$ cat src/hdl/wsfd_pkg.sv
// Shared types and constants for the WebSocket frame deframer.
package wsfd_pkg;

  localparam int PAYLOAD_LEN_BITS = 31;
  localparam int LEN_W            = PAYLOAD_LEN_BITS;

  localparam logic [1:0] KIND_DATA  = 2'd0;
  localparam logic [1:0] KIND_CLOSE = 2'd1;
  localparam logic [1:0] KIND_ERROR = 2'd2;

  localparam logic [2:0] ERR_NONE         = 3'd0;
  localparam logic [2:0] ERR_RESERVED     = 3'd1;
  localparam logic [2:0] ERR_LEN_RANGE    = 3'd2;
  localparam logic [2:0] ERR_ZERO_LEN     = 3'd3;
  localparam logic [2:0] ERR_OPCODE       = 3'd4;
  localparam logic [2:0] ERR_FRAG_ORDER   = 3'd5;
  localparam logic [2:0] ERR_CTRL_PAYLOAD = 3'd6;

  localparam logic [3:0] OP_CONT  = 4'h0;
  localparam logic [3:0] OP_TEXT  = 4'h1;
  localparam logic [3:0] OP_BIN   = 4'h2;
  localparam logic [3:0] OP_CLOSE = 4'h8;
  localparam logic [3:0] OP_PING  = 4'h9;
  localparam logic [3:0] OP_PONG  = 4'hA;

  localparam logic [6:0] LEN_CODE_16 = 7'd126;
  localparam logic [6:0] LEN_CODE_64 = 7'd127;

  localparam logic [2:0] EXT16_LAST = 3'd1;
  localparam logic [2:0] EXT64_LAST = 3'd7;
  localparam logic [2:0] KEY_LAST   = 3'd3;

  typedef enum logic [5:0] {
    PH_HDR0    = 6'b000001,
    PH_HDR1    = 6'b000010,
    PH_LEN16   = 6'b000100,
    PH_LEN64   = 6'b001000,
    PH_KEY     = 6'b010000,
    PH_PAYLOAD = 6'b100000
  } wsfd_phase_t;

  typedef struct packed {
    logic [1:0] kind;
    logic [7:0] data;
    logic       is_text;
    logic       frame_last;
    logic       msg_final;
    logic [2:0] err;
  } wsfd_result_t;

endpackage

$ cat src/hdl/wsfd_in_stage.sv
// Input register: holds one received byte until the parser takes it.
module wsfd_in_stage import wsfd_pkg::*; (
  input  logic       clk,
  input  logic       rst_n,
  input  logic       in_valid,
  output logic       in_ready,
  input  logic [7:0] in_rx_byte,
  input  logic       take,
  output logic       byte_vld,
  output logic [7:0] byte_val
);

  logic       vld_r, vld_nxt;
  logic [7:0] byte_r;

  assign in_ready = !vld_r || take;
  assign vld_nxt  = (in_valid && in_ready) ? 1'b1 : (take ? 1'b0 : vld_r);

  always_ff @(posedge clk) begin
    if (!rst_n) begin
      vld_r <= 1'b0;
    end else begin
      vld_r <= vld_nxt;
    end
  end

  always_ff @(posedge clk) begin
    if (in_valid && in_ready) begin
      byte_r <= in_rx_byte;
    end
  end

  assign byte_vld = vld_r;
  assign byte_val = byte_r;

endmodule

$ cat src/hdl/wsfd_parser.sv
// Frame header parser, header checks and payload unmasking.
module wsfd_parser import wsfd_pkg::*; (
  input  logic         clk,
  input  logic         rst_n,
  input  logic         step,
  input  logic [7:0]   rx_byte,
  output logic         res_vld,
  output wsfd_result_t res
);

  wsfd_phase_t      phase_r, phase_nxt;
  logic [2:0]       ext_r, ext_nxt;
  logic             fin_r, fin_nxt;
  logic [2:0]       rsv_r, rsv_nxt;
  logic [3:0]       op_r, op_nxt;
  logic             mask_r, mask_nxt;
  logic [LEN_W-1:0] len_r, len_nxt;
  logic             ovf_r, ovf_nxt;   // length went above the limit
  logic [31:0]      key_r, key_nxt;
  logic [LEN_W-1:0] rem_r, rem_nxt;
  logic [1:0]       midx_r, midx_nxt;
  logic             msg_r, msg_nxt;
  logic             text_r, text_nxt;
  logic             halted_r, halted_nxt;

  logic [LEN_W-1:0] len_cand;
  logic             ovf_cand;
  logic             do_finish;
  logic             data_op;
  logic             last;
  logic [7:0]       key_byte;

  always_comb begin
    phase_nxt  = phase_r;
    ext_nxt    = ext_r;
    fin_nxt    = fin_r;
    rsv_nxt    = rsv_r;
    op_nxt     = op_r;
    mask_nxt   = mask_r;
    len_nxt    = len_r;
    ovf_nxt    = ovf_r;
    key_nxt    = key_r;
    rem_nxt    = rem_r;
    midx_nxt   = midx_r;
    msg_nxt    = msg_r;
    text_nxt   = text_r;
    halted_nxt = halted_r;
    res_vld    = 1'b0;
    res        = '0;
    len_cand   = len_r;
    ovf_cand   = ovf_r;
    do_finish  = 1'b0;
    data_op    = (op_r == OP_TEXT) || (op_r == OP_BIN);
    last       = (rem_r <= LEN_W'(1));
    key_byte   = key_r[31:24];
    case (midx_r)
      2'd0: key_byte = key_r[31:24];
      2'd1: key_byte = key_r[23:16];
      2'd2: key_byte = key_r[15:8];
      2'd3: key_byte = key_r[7:0];
      default: key_byte = key_r[31:24];
    endcase

    if (!halted_r) begin
      case (phase_r)
        PH_HDR1: begin
          mask_nxt = rx_byte[7];
          ext_nxt  = 3'd0;
          if (rx_byte[6:0] == LEN_CODE_16) begin
            phase_nxt = PH_LEN16;
          end else if (rx_byte[6:0] == LEN_CODE_64) begin
            phase_nxt = PH_LEN64;
          end else begin
            len_cand = LEN_W'(rx_byte[6:0]);
            ovf_cand = 1'b0;
            len_nxt  = len_cand;
            ovf_nxt  = ovf_cand;
            if (rx_byte[7]) begin
              phase_nxt = PH_KEY;
            end else begin
              do_finish = 1'b1;
            end
          end
        end
        PH_LEN16, PH_LEN64: begin
          // bits shifted past the kept width make the length oversize
          len_cand = {len_r[LEN_W-9:0], rx_byte};
          ovf_cand = ovf_r || (|len_r[LEN_W-1 -: 8]);
          len_nxt  = len_cand;
          ovf_nxt  = ovf_cand;
          if ((phase_r == PH_LEN16 && ext_r >= EXT16_LAST) ||
              (phase_r == PH_LEN64 && ext_r >= EXT64_LAST)) begin
            ext_nxt = 3'd0;
            if (mask_r) begin
              phase_nxt = PH_KEY;
            end else begin
              do_finish = 1'b1;
            end
          end else begin
            ext_nxt = ext_r + 3'd1;
          end
        end
        PH_KEY: begin
          key_nxt = {key_r[23:0], rx_byte};
          if (ext_r >= KEY_LAST) begin
            ext_nxt   = 3'd0;
            do_finish = 1'b1;
          end else begin
            ext_nxt = ext_r + 3'd1;
          end
        end
        PH_PAYLOAD: begin
          midx_nxt = midx_r + 2'd1;
          rem_nxt  = last ? '0 : rem_r - LEN_W'(1);
          if (op_r == OP_PING || op_r == OP_PONG) begin
            // control payload is dropped; its end is a protocol error
            if (last) begin
              halted_nxt = 1'b1;
              res_vld    = 1'b1;
              res.kind   = KIND_ERROR;
              res.err    = ERR_CTRL_PAYLOAD;
            end
          end else begin
            if (last) begin
              phase_nxt = PH_HDR0;
              if (fin_r) begin
                msg_nxt = 1'b0;
              end
            end
            res_vld        = 1'b1;
            res.kind       = KIND_DATA;
            res.data       = rx_byte ^ key_byte;
            res.is_text    = text_r;
            res.frame_last = last;
            res.msg_final  = last && fin_r;
          end
        end
        default: begin
          fin_nxt   = rx_byte[7];
          rsv_nxt   = rx_byte[6:4];
          op_nxt    = rx_byte[3:0];
          mask_nxt  = 1'b0;
          key_nxt   = '0;
          len_nxt   = '0;
          ovf_nxt   = 1'b0;
          ext_nxt   = 3'd0;
          midx_nxt  = 2'd0;
          phase_nxt = PH_HDR1;
        end
      endcase

      if (do_finish) begin
        if (rsv_r != 3'd0) begin
          halted_nxt = 1'b1;
          res_vld    = 1'b1;
          res.kind   = KIND_ERROR;
          res.err    = ERR_RESERVED;
        end else if (ovf_cand) begin
          halted_nxt = 1'b1;
          res_vld    = 1'b1;
          res.kind   = KIND_ERROR;
          res.err    = ERR_LEN_RANGE;
        end else if (len_cand == '0) begin
          halted_nxt = 1'b1;
          res_vld    = 1'b1;
          res.kind   = KIND_ERROR;
          res.err    = ERR_ZERO_LEN;
        end else if (!(op_r <= OP_BIN || op_r == OP_CLOSE || op_r == OP_PING ||
                       op_r == OP_PONG)) begin
          halted_nxt = 1'b1;
          res_vld    = 1'b1;
          res.kind   = KIND_ERROR;
          res.err    = ERR_OPCODE;
        end else if (op_r == OP_CLOSE) begin
          halted_nxt = 1'b1;
          res_vld    = 1'b1;
          res.kind   = KIND_CLOSE;
          res.err    = ERR_NONE;
        end else if ((data_op && msg_r) || (op_r == OP_CONT && !msg_r)) begin
          halted_nxt = 1'b1;
          res_vld    = 1'b1;
          res.kind   = KIND_ERROR;
          res.err    = ERR_FRAG_ORDER;
        end else begin
          if (data_op) begin
            text_nxt = (op_r == OP_TEXT);
            msg_nxt  = 1'b1;
          end
          rem_nxt   = len_cand;
          midx_nxt  = 2'd0;
          ext_nxt   = 3'd0;
          phase_nxt = PH_PAYLOAD;
        end
      end
    end
  end

  always_ff @(posedge clk) begin
    if (!rst_n) begin
      phase_r  <= PH_HDR0;
      ext_r    <= '0;
      fin_r    <= 1'b0;
      rsv_r    <= '0;
      op_r     <= '0;
      mask_r   <= 1'b0;
      len_r    <= '0;
      ovf_r    <= 1'b0;
      key_r    <= '0;
      rem_r    <= '0;
      midx_r   <= '0;
      msg_r    <= 1'b0;
      text_r   <= 1'b0;
      halted_r <= 1'b0;
    end else if (step) begin
      phase_r  <= phase_nxt;
      ext_r    <= ext_nxt;
      fin_r    <= fin_nxt;
      rsv_r    <= rsv_nxt;
      op_r     <= op_nxt;
      mask_r   <= mask_nxt;
      len_r    <= len_nxt;
      ovf_r    <= ovf_nxt;
      key_r    <= key_nxt;
      rem_r    <= rem_nxt;
      midx_r   <= midx_nxt;
      msg_r    <= msg_nxt;
      text_r   <= text_nxt;
      halted_r <= halted_nxt;
    end
  end

endmodule

$ cat src/hdl/wsfd_out_stage.sv
// Result register on the output channel.
module wsfd_out_stage import wsfd_pkg::*; (
  input  logic         clk,
  input  logic         rst_n,
  input  logic         load,
  input  wsfd_result_t res,
  input  logic         out_ready,
  output logic         out_valid,
  output wsfd_result_t res_q
);

  logic         vld_r, vld_nxt;
  wsfd_result_t res_r;

  assign vld_nxt = load ? 1'b1 : (out_ready ? 1'b0 : vld_r);

  always_ff @(posedge clk) begin
    if (!rst_n) begin
      vld_r <= 1'b0;
    end else begin
      vld_r <= vld_nxt;
    end
  end

  always_ff @(posedge clk) begin
    if (load) begin
      res_r <= res;
    end
  end

  assign out_valid = vld_r;
  assign res_q     = res_r;

endmodule

$ cat src/hdl/websocket_frame_deframer.sv
// WebSocket receive deframer: parses frame headers, checks them and
// unmasks payload words. One byte is accepted per cycle with no bubbles
// while out_ready keeps up; a byte goes into the input register, then
// through the single parse stage into the result register, which drives
// out_valid. Header bytes and dropped bytes are consumed but give no word.
// Stalls come only from out_ready back-pressure. A close frame or any
// protocol error gives one disconnect word and the block then drops all
// input until reset. Ping and pong payloads produce no data words; the
// end of one is a protocol error. No memory, no clearing pass.
module websocket_frame_deframer import wsfd_pkg::*; (
  input  logic       clk,
  input  logic       rst_n,
  input  logic       in_valid,
  output logic       in_ready,
  input  logic [7:0] in_rx_byte,
  output logic       out_valid,
  input  logic       out_ready,
  output logic [1:0] out_kind,
  output logic [7:0] out_data_byte,
  output logic       out_message_is_text,
  output logic       out_frame_last,
  output logic       out_message_final,
  output logic [2:0] out_error_code
);

  logic         byte_vld;
  logic [7:0]   byte_val;
  logic         step;
  logic         res_vld;
  wsfd_result_t res;
  wsfd_result_t res_q;

  // parse only when the result register is free or draining this cycle
  assign step = byte_vld && (!out_valid || out_ready);

  wsfd_in_stage u_in (
    .clk        (clk),
    .rst_n      (rst_n),
    .in_valid   (in_valid),
    .in_ready   (in_ready),
    .in_rx_byte (in_rx_byte),
    .take       (step),
    .byte_vld   (byte_vld),
    .byte_val   (byte_val)
  );

  wsfd_parser u_parser (
    .clk     (clk),
    .rst_n   (rst_n),
    .step    (step),
    .rx_byte (byte_val),
    .res_vld (res_vld),
    .res     (res)
  );

  wsfd_out_stage u_out (
    .clk       (clk),
    .rst_n     (rst_n),
    .load      (step && res_vld),
    .res       (res),
    .out_ready (out_ready),
    .out_valid (out_valid),
    .res_q     (res_q)
  );

  assign out_kind            = res_q.kind;
  assign out_data_byte       = res_q.data;
  assign out_message_is_text = res_q.is_text;
  assign out_frame_last      = res_q.frame_last;
  assign out_message_final   = res_q.msg_final;
  assign out_error_code      = res_q.err;

endmodule

$ cat config.mk
export PLATFORM = sky130hd
export DESIGN_NAME = websocket_frame_deframer
export DESIGN_NICKNAME = d
export VERILOG_FILES = /design/src/hdl/wsfd_pkg.sv /design/src/hdl/wsfd_in_stage.sv /design/src/hdl/wsfd_parser.sv /design/src/hdl/wsfd_out_stage.sv /design/src/hdl/websocket_frame_deframer.sv
export SDC_FILE = /design/constraint.sdc
export NUM_CORES = 1
export LEC_CHECK = 0
export BUFFER_PORTS_ARGS = -buffer_cell sky130_fd_sc_hd__buf_4
export CAP_MARGIN = 20
export CORE_MARGIN = 2
export CORE_UTILIZATION = 45
export CTS_CLUSTER_SIZE = 30
export DETAILED_ROUTE_END_ITERATION = 6
export GPL_ROUTABILITY_DRIVEN = 0
export SLEW_MARGIN = 10
export SYNTH_ARGS = -nofsm -noshare
export SYNTH_HDL_FRONTEND = slang
export SYNTH_SLANG_ARGS = --single-unit
$ cat constraint.sdc
create_clock -name clk -period 6 [get_ports clk]
set_clock_uncertainty 0.1 [all_clocks]
set_input_delay 0.6 -clock clk [delete_from_list [all_inputs] [get_ports clk]]
set_output_delay 0.6 -clock clk [all_outputs]
set_load 0.005 [all_outputs]
== After elaboration in Yosys (flattened, before gate mapping) ==
Index checks and enable logic that the tools add are counted.
Word-level totals
  register bits: 144
  bits in latches: 0
  memory bits (writable): 0
  bits in read-only memories: 0
  input port bits: 12
  output and inout bits: 18
  word-level logic and storage cells: 219
  memories: 0
Cells by class
  add/sub/neg operators: 3
  multipliers: 0
  divide/modulo/power cells: 0
  order comparisons: 5
  equality and inequality tests: 15
  shifts and indexed selects: 0
  mux-type cells: 120
  bitwise logic cells: 12
  reduce and logical (&&, ||, !) cells: 41
Operators by type and width (count)
  $mux W31: 12
  $pmux W31 S3: 1
  $mux W6: 14
  $pmux W32 S2: 1
  $pmux W31 S2: 1
  $mux W3: 18
  $mux W1: 47
  $mux W2: 16
  $pmux W8 S4: 1
  $le A31 B1 Y1 const B: 1
  $logic_not A31 Y1: 1
  $sub A31 B1 Y31 const B: 1
  $pmux W6 S4: 1
  $mux W16: 1
  $eq A7 B7 Y1 const B: 2
  $eq A4 B4 Y1 const B: 3
  $reduce_and A3 Y1: 4
  $reduce_or A4 Y1: 3
  $mux W11: 1
  $not A1 Y1: 11
  $logic_or A1 B1 Y1: 10
  $reduce_and A10 Y1: 1
  $pmux W3 S3: 1
  $logic_and A1 B1 Y1: 8
  29 further kinds: 36

== Longest topological paths before layout ==
  depth in word-level cells: 14
  gate-level depth with buffers: 12
  gate-level depth less buffers: 10

== By module ==
A second synthesis with hierarchy kept.
Second synthesis, totals
  cell total of the unflattened synthesis: 906
  area, all modules: 7594.8 µm²
By module, submodules not included
  wsfd_parser: times used 1, cells an instance 871, area an instance 6756.5 µm², sequential area each 2362.3 µm²
  wsfd_out_stage: times used 1, cells an instance 19, area an instance 521.8 µm², sequential area each 500.5 µm²
  wsfd_in_stage: times used 1, cells an instance 13, area an instance 297.8 µm², sequential area each 260.2 µm²
  websocket_frame_deframer: times used 1, cells an instance 3, area an instance 18.8 µm², sequential area each 0.0 µm²

== Least setup slack after synthesis ==
No wires, ideal clock.
  path kind: reg2reg
  start point: reg u_parser.phase_r[0]
  end point: reg u_out.res_r (netlist bit u_out.res_q[0]) (enable)
  library setup time: 374 ps
  arrival: 3102 ps
  required time: 5526 ps
  slack: 2424 ps
  cell stages (with the launch flop): 11
  path buffers: 3
  period minus slack after synthesis: 3576 ps
  cell sequence: dfxtp_1 > or3_1 > buf_2 > or4_4 > buf_6 > a211oi_2 > o2111ai_1 > or4_1 > buf_2 > nor2_1 > o21a_1
On the way
  longest elaborated chain between the ends: 11
  elaborated cells between the ends (all ways): 27
  classes of those cells: eq/ne: 5; mux: 16; reduce/logical: 6
RTL lines
  start: declaration: line wsfd_parser.sv:11  | wsfd_phase_t phase_r, phase_nxt;
  start signal: assignment: line wsfd_parser.sv:215  | phase_r <= phase_nxt;
  $eq A6 B4 Y1 (tied with other cells): line wsfd_parser.sv:65, wsfd_parser.sv:92
  $reduce_or A2 Y1 or $mux W1 (tied branches): line wsfd_parser.sv:65  | case (phase_r)
  $pmux W31 S2 or $mux W1 (tied branches): line wsfd_parser.sv:65, wsfd_parser.sv:179
  $mux W31 or $mux W1 (tied branches): line wsfd_parser.sv:64, wsfd_parser.sv:174
  $logic_not A31 Y1 or $mux W1 (tied branches): line wsfd_parser.sv:163, wsfd_parser.sv:168
  $mux W1: line wsfd_parser.sv:163  | end else if (len_cand == '0) begin
  $mux W1: line wsfd_parser.sv:158  | end else if (ovf_cand) begin
  $mux W1: line wsfd_parser.sv:153  | if (rsv_r != 3'd0) begin
  $mux W1 (*): line wsfd_parser.sv:152  | if (do_finish) begin
  $mux W1 (*): line wsfd_parser.sv:64  | if (!halted_r) begin
  $logic_and A1 B1 Y1 (*): line websocket_frame_deframer.sv:59  | .load (step && res_vld),
  named net u_out.load: line wsfd_out_stage.sv:5  | input logic load,
  end signal: assignment: line wsfd_out_stage.sv:27  | res_r <= res;
  end: declaration: line wsfd_out_stage.sv:13  | wsfd_result_t res_r;
The timed path passes the listed nets; every way through them passes the cells marked *. The select of a mux whose other input is x is not followed.
A chain may end at the register's enable or synchronous reset.

== Final worst setup path ==
  start point: reg u_parser.phase_r[1]
  end point: reg u_out.res_r (netlist bit u_out.res_q[3]) (enable)
The elaborated chain is that of the path after synthesis.

==> impl_metrics.json <==
{
  "outcome": "finished clean",
  "setup_tns_ns": 0,
  "vias": 7589,
  "syn_area_sq_um": 7640,
  "initial_core_util_pct": 46.1,
  "synth_seq_cells": 144,
  "antenna_found_initial": 0,
  "cts_tree": "done",
  "hp-class": "in -> reg",
  "h-tree-depth": 4,
  "core-area_sq_um": 16600,
  "clk_latency_ns": 0.43,
  "grt.overflow.total": 0,
  "die_h_microns": 134,
  "yosysTopAreaCell": "dfxtp_1",
  "cts_resized": 0,
  "die_w_microns": 134,
  "wl_per_cell_microns": 20.9,
  "drive_above_1_share_pct": 10.9,
  "seq_area_frac_synth_pct": 40.9,
  "setup_viol": 0,
  "synth_top_family_by_area": "simple AND/OR/NAND/NOR gates",
  "synth_edf_count": 24,
  "crit_top_cell": "nor2_1",
  "worst-path-buf-inv": 0,
  "grt_pass1_vias": 6823,
  "synth_nets": 963,
  "synthDominantCellAreaShare_pct": 31.4,
  "path_clk_slew_ns": 0.06,
  "power.density_nw_per_um2": 267,
  "max-slew-margin-rel_pct": 30.5,
  "path_class": "reg -> reg",
  "first_iter_violations": 718,
  "p_leak_uw": 0.00283,
  "yosys_warnings": 0,
  "place_ws_ns": 1.89,
  "grt_usage_pct": 27.0,
  "fin_cells": 1155,
  "max-vdd-ir-drop_v": 0.000198,
  "max_freq_mhz": 236,
  "synthSimpleGateAreaFrac_pct": 26.1,
  "final_cell_mix": "dfxtp_1 (120), nand2_1 (96), nor2_1 (89)",
  "layout_setup_ws_ns": 1.76,
  "drc": 0,
  "cpPeakStageDelay_ns": 0.70,
  "synth-compound-area-share_pct": 24.1,
  "synth_adder_area_share_pct": 1.64,
  "fin_nets": 944,
  "synthArstFlopShare_pct": 0,
  "grt_start_max_net_pins": 79,
  "viasPerCell": 6.57,
  "cpMaxStageDelayCell": "or4_1",
  "numPlacedInstances": 1122,
  "syn-mean-instance-area_sq_um": 8.12,
  "power.total_uw": 2280,
  "die-area_sq_um": 18000,
  "wl_microns": 24200,
  "clock_sinks": 144,
  "finalHoldViolations": 0,
  "cp_top_family": "simple AND/OR/NAND/NOR gates",
  "cp.required_ns": 5.96,
  "area_growth_pct": 11.5,
  "final.period_utilization_pct": 70.7,
  "postCtsHoldBufs": 0,
  "crit_arrival_ns": 4.20,
  "max-cap-violations": 0,
  "ant_nets": 0,
  "root_buffer": "clkbuf_16",
  "rows": 47,
  "min_period_ns": 4.24,
  "slew_viol_final": 0,
  "dr.pass1.iters": 5,
  "worstSetupEndpointType": "flip-flop",
  "path_max_fanout": 17,
  "crit_chain": "or3b_2 > nor4_2 > nor2_1 > o22a_1 > or4_1 > nor2_1 > o21a_1",
  "cts_setup_buffers": 0,
  "tightest_slew_ns": 1.03,
  "grt_pass1_wl_microns": 38000,
  "start_kind": "flip-flop",
  "grt_setup_unrepaired": "false",
  "synthXorXnorAreaFrac_pct": 2.18,
  "post-dp-hpwl_microns": 16500,
  "diodes": 0,
  "cts_max_path_buffers": 2,
  "final_common_cell": "dfxtp_1",
  "numPortBuffers": 29,
  "synthMuxAreaShare_pct": 0.524,
  "place_area_sq_um": 7910,
  "synth_cells": 941,
  "synthFlopType": "dfxtp_1",
  "fillers": 1571,
  "ios": 30,
  "final_cell_area_sq_um": 8520,
  "synth_cell_types": 73,
  "cts_made_buffers": 17,
  "synth_area_leaders": "dfxtp_1 (31%), edfxtp_1 (9.4%), a21oi_1 (5.6%)"
}
## metal layers
metal	vias up	share of wire (%)	global-route usage (%)
li1	3495	-	-
met1	3639	45	37.7
met2	396	44	40.5
met3	59	7.8	5.90
met4	0	2.7	11.3
met5	-	0	0
## path summary, 6_finish.rpt
path	from	end	slack, ns	depth (start not counted)
worst min register to register	u_parser.key_r[31]	u_parser.key_r[31]	0.36	2
worst min-delay path	in_rx_byte[1]	u_in.byte_val[1]	0.24	1
worst max register to register	u_parser.phase_r[1]	u_out.res_q[3]	1.76	7
worst max-delay path	u_parser.phase_r[1]	u_out.res_q[3]	1.76	7
## cells in the mapped netlist (4+ instances only)
cell	instances
xor2_1	7
nand4_1	11
nor2_1	91
or3_1	10
edfxtp_1	24
o2111ai_1	5
a21oi_1	86
nor4_2	4
o22ai_1	4
buf_1	4
o211ai_1	9
clkbuf_1	65
o21ai_0	34
nand2_1	96
a31oi_1	10
nor3_1	52
a211oi_1	10
o31ai_1	9
a32oi_1	6
nand2b_1	7
xnor2_1	12
nand3_1	78
a222oi_1	8
mux2i_1	4
o32ai_1	4
or4_1	8
a22oi_1	44
a22o_1	4
o21a_1	4
inv_1	8
nor4_1	19
dfxtp_1	120
buf_2	5
ha_1	10
## sequential cells by signal, summed over array words and instances (netlist names)
register / flops
u_parser.mask_r: 1
u_out.out_valid: 1
u_parser.rem_r: 31
u_parser.midx_r: 2
u_parser.msg_r: 1
u_parser.phase_r: 6
u_parser.text_r: 1
u_parser.len_r: 31
u_in.byte_val: 8
u_parser.key_r: 32
u_parser.op_r: 4
u_parser.ovf_r: 1
u_in.byte_vld: 1
u_parser.fin_r: 1
u_parser.rsv_r: 3
u_out.res_q: 16
u_parser.ext_r: 3
u_parser.halted_r: 1
## per-stage QoR
stage | util [%] | hold WS [ns]
final | 51.4 | 0.242
after floorplan | - | 0.332
after global placement | 47.7 | 0.340
after CTS | 51.3 | 0.228
after global routing | 51.4 | 0.225
after detailed placement | 47.7 | 0.346
## layout make-up
class / count / area (sq um) / share of cell area (%)
clock buffer: 20 / 478 / 5.61
inverter: 9 / 33.8 / 0.397
clock inverter: 12 / 116 / 1.37
multi-input combinational: 711 / 4190 / 49.2
sequential: 144 / 3120 / 36.7
tap: 220 / 275 / 3.23
timing repair buffer: 39 / 300 / 3.52
## where the power goes
| group | switching [uW] | internal (uW) | total [uW] | leakage (uW) |
|---|---|---|---|---|
| Clock | 447 | 626 | 1070 | 0.000301 |
| Combinational | 131 | 49.7 | 181 | 0.00131 |
| Sequential | 28.8 | 996 | 1020 | 0.00122 |
| Total | 607 | 1670 | 2280 | 0.00283 |
## cells by family (layout without fill, tap and decap cells)
family	after synthesis	count (layout)
AOI/OAI and AO/OA	272	272
xor gates and xnor gates	19	19
adders and majority gates	10	10
buffers and inverters	86	80
DFF	144	144
muxes	4	4
and+or+nand+nor	406	406
Note: power is estimated with default switching activity, not from simulation.
